<file path="src/design/sjpf_pkg.sv">
// Shared types, constants and packet byte tables for the servo jog packet framer.
// No dependencies; every other design file imports this package.
package sjpf_pkg;

   localparam int NUM_JOINTS  = 6;
   localparam int JIDX_W      = (NUM_JOINTS > 1) ? $clog2(NUM_JOINTS) : 1;
   localparam int QUEUE_DEPTH = 4;
   localparam int QPTR_W      = $clog2(QUEUE_DEPTH);
   localparam int QCNT_W      = QPTR_W + 1;
   localparam int CSR_ADDR_W  = 2;
   localparam int CSR_DATA_W  = 10;

   localparam logic [CSR_ADDR_W-1:0] CSR_JOG_SPEED   = 2'd0;
   localparam logic [CSR_ADDR_W-1:0] CSR_FINE_STEP   = 2'd1;
   localparam logic [CSR_ADDR_W-1:0] CSR_COARSE_STEP = 2'd2;

   localparam logic [9:0] JOG_SPEED_RST   = 10'd80;
   localparam logic [7:0] FINE_STEP_RST   = 8'd10;
   localparam logic [7:0] COARSE_STEP_RST = 8'd50;

   localparam logic [9:0] POS_RST      = 10'h1FF;
   localparam logic [9:0] POS_PICK_ARM = 10'h288;
   localparam logic [9:0] POS_PICK_SGL = 10'h1FF;
   localparam logic [9:0] POS_MAX      = 10'd1023;

   localparam logic [4:0] PAIR_LEN   = 5'd18;
   localparam logic [4:0] SINGLE_LEN = 5'd11;
   localparam logic [2:0] PICK_LAST  = 3'd4;

   localparam logic [7:0] HDR_BYTE      = 8'hFF;
   localparam logic [7:0] ID_BROADCAST  = 8'hFE;
   localparam logic [7:0] LEN_SYNC      = 8'h0E;
   localparam logic [7:0] LEN_WRITE     = 8'h07;
   localparam logic [7:0] INST_WRITE    = 8'h03;
   localparam logic [7:0] INST_SYNC     = 8'h83;
   localparam logic [7:0] ADDR_GOAL_POS = 8'h1E;
   localparam logic [7:0] SYNC_DATA_LEN = 8'h04;

   typedef struct packed {
      logic       func;
      logic [2:0] joint;
      logic       direction;
      logic       amplified;
   } req_data_type;

   typedef struct packed {
      logic [7:0] byte0;
      logic [7:0] byte1;
      logic [7:0] byte2;
      logic [7:0] byte3;
      logic [2:0] byte_count;
      logic       end_of_packet;
      logic       last;
   } rsp_data_type;

   typedef struct packed {
      logic       is_pair;
      logic [7:0] id_a;
      logic [7:0] id_b;
      logic [9:0] pos;
      logic [9:0] spd;
      logic       last;
   } pkt_desc_type;

   typedef enum logic {
      FRONT_IDLE,
      FRONT_PICKUP
   } front_state_type;

   function automatic pkt_desc_type sjpf_jog_desc(input logic [2:0] jidx,
                                                  input logic [9:0] pos,
                                                  input logic [9:0] spd);
      pkt_desc_type d;
      d.pos  = pos;
      d.spd  = spd;
      d.last = 1'b1;
      d.is_pair = 1'b0;
      d.id_b = 8'd0;
      unique case (jidx)
         3'd0: d.id_a = 8'd1;
         3'd1: begin d.is_pair = 1'b1; d.id_a = 8'd2; d.id_b = 8'd3; end
         3'd2: begin d.is_pair = 1'b1; d.id_a = 8'd4; d.id_b = 8'd5; end
         3'd3: d.id_a = 8'd6;
         3'd4: d.id_a = 8'd7;
         3'd5: d.id_a = 8'd8;
         default: d.id_a = 8'd0;
      endcase
      return d;
   endfunction

   function automatic pkt_desc_type sjpf_pick_desc(input logic [2:0] idx);
      pkt_desc_type d;
      d.is_pair = 1'b0;
      d.id_b    = 8'd0;
      d.pos     = POS_PICK_SGL;
      d.spd     = 10'h0F0;
      d.last    = 1'b0;
      unique case (idx)
         3'd0: begin d.is_pair = 1'b1; d.id_a = 8'd2; d.id_b = 8'd3; d.pos = POS_PICK_ARM; end
         3'd1: begin d.is_pair = 1'b1; d.id_a = 8'd4; d.id_b = 8'd5; d.pos = POS_PICK_ARM; end
         3'd2: d.id_a = 8'd6;
         3'd3: begin d.id_a = 8'd7; d.spd = 10'h150; end
         3'd4: begin d.id_a = 8'd8; d.spd = 10'h050; d.last = 1'b1; end
         default: d.id_a = 8'd0;
      endcase
      return d;
   endfunction

   function automatic logic signed [11:0] sjpf_lim_lo(input logic [2:0] jidx);
      return (jidx == 3'd1 || jidx == 3'd2) ? 12'sh0CD : 12'sh000;
   endfunction

   function automatic logic signed [11:0] sjpf_lim_hi(input logic [2:0] jidx);
      return (jidx == 3'd1 || jidx == 3'd2) ? 12'sh322 : 12'sh3FF;
   endfunction

   // Packet byte k, checksum excluded.
   function automatic logic [7:0] sjpf_byte(input pkt_desc_type d, input logic [4:0] k);
      logic [9:0] mir;
      logic [7:0] b;
      mir = POS_MAX - d.pos;
      b   = 8'd0;
      if (d.is_pair) begin
         unique case (k)
            5'd0, 5'd1: b = HDR_BYTE;
            5'd2:  b = ID_BROADCAST;
            5'd3:  b = LEN_SYNC;
            5'd4:  b = INST_SYNC;
            5'd5:  b = ADDR_GOAL_POS;
            5'd6:  b = SYNC_DATA_LEN;
            5'd7:  b = d.id_a;
            5'd8:  b = d.pos[7:0];
            5'd9:  b = {6'd0, d.pos[9:8]};
            5'd10: b = d.spd[7:0];
            5'd11: b = {6'd0, d.spd[9:8]};
            5'd12: b = d.id_b;
            5'd13: b = mir[7:0];
            5'd14: b = {6'd0, mir[9:8]};
            5'd15: b = d.spd[7:0];
            5'd16: b = {6'd0, d.spd[9:8]};
            default: b = 8'd0;
         endcase
      end else begin
         unique case (k)
            5'd0, 5'd1: b = HDR_BYTE;
            5'd2: b = d.id_a;
            5'd3: b = LEN_WRITE;
            5'd4: b = INST_WRITE;
            5'd5: b = ADDR_GOAL_POS;
            5'd6: b = d.pos[7:0];
            5'd7: b = {6'd0, d.pos[9:8]};
            5'd8: b = d.spd[7:0];
            5'd9: b = {6'd0, d.spd[9:8]};
            default: b = 8'd0;
         endcase
      end
      return b;
   endfunction

endpackage

</file>
<file path="src/design/sjpf_front.sv">
// Command front end: joint position state, jog limit check, packet descriptor issue.
// Depends on sjpf_pkg.
module sjpf_front (
   input  logic                  clock,
   input  logic                  reset,
   input  logic                  req_valid,
   output logic                  req_ready,
   input  sjpf_pkg::req_data_type req_data,
   input  logic [9:0]            jog_speed,
   input  logic [7:0]            fine_step,
   input  logic [7:0]            coarse_step,
   input  logic                  q_full,
   output logic                  q_push,
   output sjpf_pkg::pkt_desc_type q_desc
);
   import sjpf_pkg::*;

   front_state_type   state_ff, state_in;
   logic [2:0]        cnt_ff, cnt_in;
   logic [9:0]        pos_ff [NUM_JOINTS];
   logic              accept;
   logic [2:0]        jidx;
   logic              joint_ok;
   logic [9:0]        cur;
   logic [7:0]        step;
   logic signed [11:0] nv;
   logic              jog_ok;

   assign accept   = req_valid && req_ready;
   assign jidx     = req_data.joint - 3'd1;
   assign joint_ok = (req_data.joint != 3'd0) && (req_data.joint <= 3'd6) &&
                     (req_data.joint <= 3'(NUM_JOINTS));
   assign cur      = pos_ff[jidx[JIDX_W-1:0]];
   assign step     = req_data.amplified ? coarse_step : fine_step;
   assign nv       = req_data.direction ? $signed({2'b00, cur}) + $signed({4'h0, step})
                                        : $signed({2'b00, cur}) - $signed({4'h0, step});
   assign jog_ok   = joint_ok && (nv > sjpf_lim_lo(jidx)) && (nv < sjpf_lim_hi(jidx));

   always_comb begin
      state_in = state_ff;
      cnt_in   = cnt_ff;
      unique case (state_ff)
         FRONT_IDLE: begin
            if (accept && req_data.func) begin
               state_in = FRONT_PICKUP;
               cnt_in   = 3'd0;
            end
         end
         FRONT_PICKUP: begin
            if (!q_full) begin
               cnt_in = cnt_ff + 3'd1;
               if (cnt_ff == PICK_LAST) state_in = FRONT_IDLE;
            end
         end
         default: state_in = FRONT_IDLE;
      endcase
   end

   always_comb begin
      req_ready = 1'b0;
      q_push    = 1'b0;
      q_desc    = sjpf_jog_desc(jidx, nv[9:0], jog_speed);
      unique case (state_ff)
         FRONT_IDLE: begin
            req_ready = !q_full;
            q_push    = accept && !req_data.func && jog_ok;
         end
         FRONT_PICKUP: begin
            q_push = !q_full;
            q_desc = sjpf_pick_desc(cnt_ff);
         end
         default: req_ready = 1'b0;
      endcase
   end

   always_ff @(posedge clock) begin
      if (reset) begin
         state_ff <= FRONT_IDLE;
         cnt_ff   <= 3'd0;
      end else begin
         state_ff <= state_in;
         cnt_ff   <= cnt_in;
      end
   end

   always_ff @(posedge clock) begin
      if (reset) begin
         for (int i = 0; i < NUM_JOINTS; i++) pos_ff[i] <= POS_RST;
      end else if (accept) begin
         for (int i = 0; i < NUM_JOINTS; i++) begin
            if (req_data.func) begin
               if (i == 1 || i == 2) pos_ff[i] <= POS_PICK_ARM;
               else if (i >= 3 && i <= 5) pos_ff[i] <= POS_PICK_SGL;
            end else if (jog_ok && jidx == 3'(i)) begin
               pos_ff[i] <= nv[9:0];
            end
         end
      end
   end

endmodule

</file>
<file path="src/design/sjpf_queue.sv">
// Descriptor queue between the command front end and the packet serializer.
// Depends on sjpf_pkg.
module sjpf_queue (
   input  logic                   clock,
   input  logic                   reset,
   input  logic                   push,
   input  sjpf_pkg::pkt_desc_type push_desc,
   output logic                   full,
   input  logic                   pop,
   output logic                   head_valid,
   output sjpf_pkg::pkt_desc_type head_desc
);
   import sjpf_pkg::*;

   pkt_desc_type      slot_ff [QUEUE_DEPTH];
   logic [QPTR_W-1:0] wr_ff, rd_ff;
   logic [QCNT_W-1:0] cnt_ff;
   logic              do_push, do_pop;

   assign full       = (cnt_ff == QCNT_W'(QUEUE_DEPTH));
   assign head_valid = (cnt_ff != '0);
   assign head_desc  = slot_ff[rd_ff];
   assign do_push    = push && !full;
   assign do_pop     = pop && head_valid;

   always_ff @(posedge clock) begin
      if (do_push) slot_ff[wr_ff] <= push_desc;
   end

   always_ff @(posedge clock) begin
      if (reset) begin
         wr_ff  <= '0;
         rd_ff  <= '0;
         cnt_ff <= '0;
      end else begin
         if (do_push) wr_ff <= wr_ff + QPTR_W'(1);
         if (do_pop)  rd_ff <= rd_ff + QPTR_W'(1);
         case ({do_push, do_pop})
            2'b10:   cnt_ff <= cnt_ff + QCNT_W'(1);
            2'b01:   cnt_ff <= cnt_ff - QCNT_W'(1);
            default: cnt_ff <= cnt_ff;
         endcase
      end
   end

endmodule

</file>
<file path="src/design/sjpf_back.sv">
// Packet serializer: cuts each descriptor's packet into beats of up to four bytes
// and appends the inverted sum checksum. Depends on sjpf_pkg.
module sjpf_back (
   input  logic                   clock,
   input  logic                   reset,
   input  logic                   q_valid,
   input  sjpf_pkg::pkt_desc_type q_desc,
   output logic                   q_pop,
   output logic                   rsp_valid,
   input  logic                   rsp_ready,
   output sjpf_pkg::rsp_data_type rsp_data
);
   import sjpf_pkg::*;

   pkt_desc_type cur_ff;
   logic         active_ff, active_in;
   logic [4:0]   pos_ff, pos_in;
   logic [7:0]   sum_ff, sum_in;
   logic         rsp_valid_ff, rsp_valid_in;
   rsp_data_type rsp_ff, beat;
   logic [4:0]   len, rem;
   logic [4:0]   kk   [4];
   logic [7:0]   raw  [4];
   logic [7:0]   outb [4];
   logic         body [4];
   logic [7:0]   beat_sum, chk;
   logic         eop, adv;

   always_comb begin
      len = cur_ff.is_pair ? PAIR_LEN : SINGLE_LEN;
      rem = len - pos_ff;
      eop = (rem <= 5'd4);
      beat_sum = 8'd0;
      for (int j = 0; j < 4; j++) begin
         kk[j]   = pos_ff + 5'(j);
         raw[j]  = sjpf_byte(cur_ff, kk[j]);
         body[j] = (kk[j] >= 5'd2) && (kk[j] < len - 5'd1);
         beat_sum = beat_sum + (body[j] ? raw[j] : 8'd0);
      end
      chk = ~(sum_ff + beat_sum);
      for (int j = 0; j < 4; j++) begin
         if (kk[j] < len - 5'd1)       outb[j] = raw[j];
         else if (kk[j] == len - 5'd1) outb[j] = chk;
         else                          outb[j] = 8'd0;
      end
      beat.byte0         = outb[0];
      beat.byte1         = outb[1];
      beat.byte2         = outb[2];
      beat.byte3         = outb[3];
      beat.byte_count    = eop ? rem[2:0] : 3'd4;
      beat.end_of_packet = eop;
      beat.last          = eop && cur_ff.last;
   end

   assign adv   = active_ff && (!rsp_valid_ff || rsp_ready);
   assign q_pop = q_valid && (!active_ff || (adv && eop));

   always_comb begin
      active_in    = active_ff;
      pos_in       = pos_ff;
      sum_in       = sum_ff;
      rsp_valid_in = rsp_valid_ff && !rsp_ready;
      if (adv) begin
         rsp_valid_in = 1'b1;
         pos_in       = pos_ff + 5'd4;
         sum_in       = sum_ff + beat_sum;
         if (eop) active_in = 1'b0;
      end
      if (q_pop) begin
         active_in = 1'b1;
         pos_in    = 5'd0;
         sum_in    = 8'd0;
      end
   end

   always_ff @(posedge clock) begin
      if (reset) begin
         active_ff    <= 1'b0;
         rsp_valid_ff <= 1'b0;
         pos_ff       <= 5'd0;
         sum_ff       <= 8'd0;
      end else begin
         active_ff    <= active_in;
         rsp_valid_ff <= rsp_valid_in;
         pos_ff       <= pos_in;
         sum_ff       <= sum_in;
      end
   end

   always_ff @(posedge clock) begin
      if (q_pop) cur_ff <= q_desc;
      if (adv)   rsp_ff <= beat;
   end

   assign rsp_valid = rsp_valid_ff;
   assign rsp_data  = rsp_ff;

endmodule

</file>
<file path="src/design/servo_jog_packet_framer_core.sv">
// Each descriptor passes the queue, then the serializer's descriptor and output registers.
// Throughput: one result beat per cycle from the serializer output register while rsp_ready
// is high and packets are pending; a jog gives 3 or 5 beats, a pickup 19.
// Commands are taken while the four-entry descriptor queue has room and no pickup is
// still being queued.
// Reset (synchronous, active high) sets all joints to 511 and the registers to their
// defaults, and empties the queue and the output register.
module servo_jog_packet_framer_core (
   input  logic                   clock,
   input  logic                   reset,
   input  logic                   req_valid,
   output logic                   req_ready,
   input  sjpf_pkg::req_data_type req_data,
   output logic                   rsp_valid,
   input  logic                   rsp_ready,
   output sjpf_pkg::rsp_data_type rsp_data,
   input  logic                   csr_we,
   input  logic [sjpf_pkg::CSR_ADDR_W-1:0] csr_addr,
   input  logic [sjpf_pkg::CSR_DATA_W-1:0] csr_wdata
);
   import sjpf_pkg::*;

   logic [9:0]   jog_speed_ff;
   logic [7:0]   fine_step_ff, coarse_step_ff;
   logic         q_full, q_push, q_valid, q_pop;
   pkt_desc_type push_desc, head_desc;

   always_ff @(posedge clock) begin
      if (reset) begin
         jog_speed_ff   <= JOG_SPEED_RST;
         fine_step_ff   <= FINE_STEP_RST;
         coarse_step_ff <= COARSE_STEP_RST;
      end else if (csr_we) begin
         unique case (csr_addr)
            CSR_JOG_SPEED:   jog_speed_ff   <= csr_wdata;
            CSR_FINE_STEP:   fine_step_ff   <= csr_wdata[7:0];
            CSR_COARSE_STEP: coarse_step_ff <= csr_wdata[7:0];
            default: ;
         endcase
      end
   end

   sjpf_front u_front (
      .clock       (clock),
      .reset       (reset),
      .req_valid   (req_valid),
      .req_ready   (req_ready),
      .req_data    (req_data),
      .jog_speed   (jog_speed_ff),
      .fine_step   (fine_step_ff),
      .coarse_step (coarse_step_ff),
      .q_full      (q_full),
      .q_push      (q_push),
      .q_desc      (push_desc)
   );

   sjpf_queue u_queue (
      .clock      (clock),
      .reset      (reset),
      .push       (q_push),
      .push_desc  (push_desc),
      .full       (q_full),
      .pop        (q_pop),
      .head_valid (q_valid),
      .head_desc  (head_desc)
   );

   sjpf_back u_back (
      .clock     (clock),
      .reset     (reset),
      .q_valid   (q_valid),
      .q_desc    (head_desc),
      .q_pop     (q_pop),
      .rsp_valid (rsp_valid),
      .rsp_ready (rsp_ready),
      .rsp_data  (rsp_data)
   );

endmodule

</file>
<file path="config.mk">
export PLATFORM = sky130hd
export DESIGN_NAME = servo_jog_packet_framer_core
export DESIGN_NICKNAME = d
export VERILOG_FILES = /design/src/design/sjpf_pkg.sv /design/src/design/sjpf_front.sv /design/src/design/sjpf_queue.sv /design/src/design/sjpf_back.sv /design/src/design/servo_jog_packet_framer_core.sv
export SDC_FILE = /design/constraint.sdc
export NUM_CORES = 1
export LEC_CHECK = 0
export BUFFER_PORTS_ARGS = -buffer_cell sky130_fd_sc_hd__buf_2
export CAP_MARGIN = 15
export CORE_MARGIN = 2
export CORE_UTILIZATION = 62
export DETAILED_ROUTE_END_ITERATION = 10
export GPL_ROUTABILITY_DRIVEN = 0
export GPL_TIMING_DRIVEN = 0
export PLACE_DENSITY = 0.88
export SYNTH_ARGS = -nofsm -noshare
export SYNTH_HDL_FRONTEND = slang
export SYNTH_SLANG_ARGS = --single-unit
</file>
<file path="constraint.sdc">
create_clock -name clock -period 8.6 [get_ports clock]
set_input_delay 0.43 -clock clock [delete_from_list [all_inputs] [get_ports clock]]
set_output_delay 0.43 -clock clock [all_outputs]
set_load 0.01 [all_outputs]
</file>
==> flow_summary.ini <==
[routing]
drcViolationCount = 0
via_count = 9689
drt-wirelength-per-cell_um = 20.7
wl_um = 32100
dr.pass1.iters = 7
via_per_inst = 6.26
drtIter0Drc = 809
ant_nets = 0

[grt]
track_usage = 0.267
grt.overflow.total = 0
grt_pass1_wl_um = 50700
grt_max_degree = 44
grt_pass1_vias = 9732
antenna_found_initial = 0

[logic_synthesis]
ys_seq_elements = 287
ys_seq_area_frac = 0.565
syn-num-nets = 1255
synth-edff-count = 237
syn-instance-count = 1148
ys_types = 71
synth-main-ff-cell = edfxtp_1
synthesis.area_sq_um = 14400
post_synth.cell_area_avg_sq_um = 12.5
ys.warnings.count = 0
synth-async-reset-ratio = 0

[critical_path]
endpoint_kind = register
arrival_ps = 8500
slowest_stage = xnor2_2
critPathKind = in2reg
crit_path_max_incr_delay_ps = 530
cp-start-kind = input pin
crit_top_cell = ha_1
crit_fanout = 10
required_ps = 9060

[timing]
fin_crit_ps = 8040
finClkSkew_ps = 6.61
rsz0062_at_grt = false
max_freq_mhz = 124
final-max-slew-violation-count = 0
worst_pin_slew_ps = 1280
setup_tns_ps = 0
worst_slack_ps = 564
finalSetupViolCount = 0
fin_crit_sh = 0.934
slew_headroom = 0.140
hold_violations = 0

[cts]
cts_tree = built
cts.sink_count = 287
insertion_delay_ps = 540
clk_pin_slew_ps = 60
holdBufCountCts = 0
numCtsBuffers = 29
cts.path.max_buffers = 3
cts-htree-levels = 1
cts.repair.resized = 1
postCtsSetupBuffers = 0
cts_root_buffer = clkbuf_16

[final_layout]
drive_gt1_frac = 0.157
final_common_cell = edfxtp_1
n_fill_cell = 1499
final_cell_mix = 237 x edfxtp_1, 95 x nor2_1, 78 x inv_1
area_delta_synth_final_pct = 11.6
fin_nets = 1347
diodes = 0
finalInstanceArea_sq_um = 16000

[floorplan]
die-area_sq_um = 24400
core_sq_um = 22700
initial_core_util = 0.633
die_y_um = 156
floorplan.die.width_um = 156
rows = 55
io_pins = 62

[power]
ir_worst_vdd_uv = 560
leakage_nw = 5.76
power_density_nw_per_um2 = 380

[status]
status = finished, final reports clean

[placement]
dp_hpwl_um = 22700
io_buffers = 59
placed_cell_area_sq_um = 15100
dp_worst_setup_slack_ps = -691

[run]
max-cap-violations = 0

[min_path]
hold_path.class = in2reg
==> state kept, by name, summed over array words and instances (netlist names) <==
register / count
coarse_step_ff: 8
fine_step_ff: 8
jog_speed_ff: 10
u_back.active_ff: 1
u_back.cur_ff: 28
u_back.pos_ff: 3
u_back.rsp_data: 37
u_back.rsp_valid: 1
u_back.sum_ff: 8
u_front.cnt_ff: 3
u_front.pos_ff: 60
u_front.state_ff: 1
u_queue.cnt_ff: 3
u_queue.rd_ff: 2
u_queue.slot_ff: 112
u_queue.wr_ff: 2
==> synth_stat cells, drive strengths merged (25+ instances only) <==
cell / number / area, sq um
o21ai: 61 / 305
edfxtp: 237 / 7120
nand3: 37 / 190
nand2: 74 / 278
nor2: 95 / 357
clkbuf: 41 / 154
mux2i: 25 / 250
ha: 60 / 751
nor3: 28 / 140
dfxtp: 50 / 1000
a21oi: 57 / 285
mux4: 38 / 856
inv: 78 / 293
==> final timing paths <==
check                                        from                  end  slack, ps  cells past startpoint
worst min register to register    fine_step_ff[3]      fine_step_ff[3]        460                      1
worst max register to register  u_back.cur_ff[21]  u_back.rsp_data[28]       1860                     24
worst max-delay path                  req_data[2]    u_queue.cnt_ff[2]        560                     32
worst min-delay path                 csr_wdata[4]      jog_speed_ff[4]        110                      2
==> kinds of logic (layout without fill, tap and decap cells) <==
family | after synthesis | count (layout) | synth area share
buffers and inverters | 139 | 253 | 0.0398
AOI/OAI and AO/OA | 224 | 224 | 0.100
and+or+nand+nor | 308 | 308 | 0.102
muxes | 78 | 78 | 0.0890
adders and majority gates | 84 | 84 | 0.0857
xor gates and xnor gates | 28 | 28 | 0.0184
DFF | 287 | 287 | 0.565
==> layout make-up <==
| class | count | area, sq um | area share |
|---|---|---|---|
| Timing Repair Buffer | 61 | 330 | 0.0206 |
| Multi-Input combinational cell | 722 | 5730 | 0.357 |
| Clock buffer | 36 | 772 | 0.0481 |
| Tap cell | 285 | 357 | 0.0222 |
| Sequential cell | 287 | 8120 | 0.506 |
| Buffer | 61 | 282 | 0.0176 |
| Clock inverter | 17 | 154 | 0.00960 |
| Inverter | 78 | 293 | 0.0183 |
==> routing by layer <==
metal  global-route usage  up-vias  wire length, um
met4                0.118        0             1540
met2                0.473      507            16200
met3               0.0402      128             2400
met1                0.327     4653            11900
met5                    0        -                0
li1                     -     4401                -
==> per-stage QoR <==
step           power (mW)  hold slack (ps)  instances   util
6_report             6.10              107       1547  0.706
5_1_grt              6.51              127       1547  0.706
4_1_cts              6.08              101       1547  0.705
3_5_place_dp         4.84              452       1494  0.664
3_3_place_gp         4.66              440       1492  0.662
2_1_floorplan        4.09              430       1148      -
==> worst max-delay path, delay by kind of cell <==
family                   cells  cell delay (ps)
AO/OA/AOI/OAI                9             2160
XOR/XNOR                     3             1050
adder cells (fa/ha/maj)      5             1660
buffers and inverters        9             2040
AND/OR/NAND/NOR              6             1150
==> power by group <==
part	internal (mW)	switching (mW)	leakage (nW)	total (mW)
combinational	1.12	1.76	2.82	2.88
sequential	1.88	0.129	2.49	2.01
clock	0.699	0.517	0.448	1.22
Note: power is estimated with default switching activity, not from simulation.
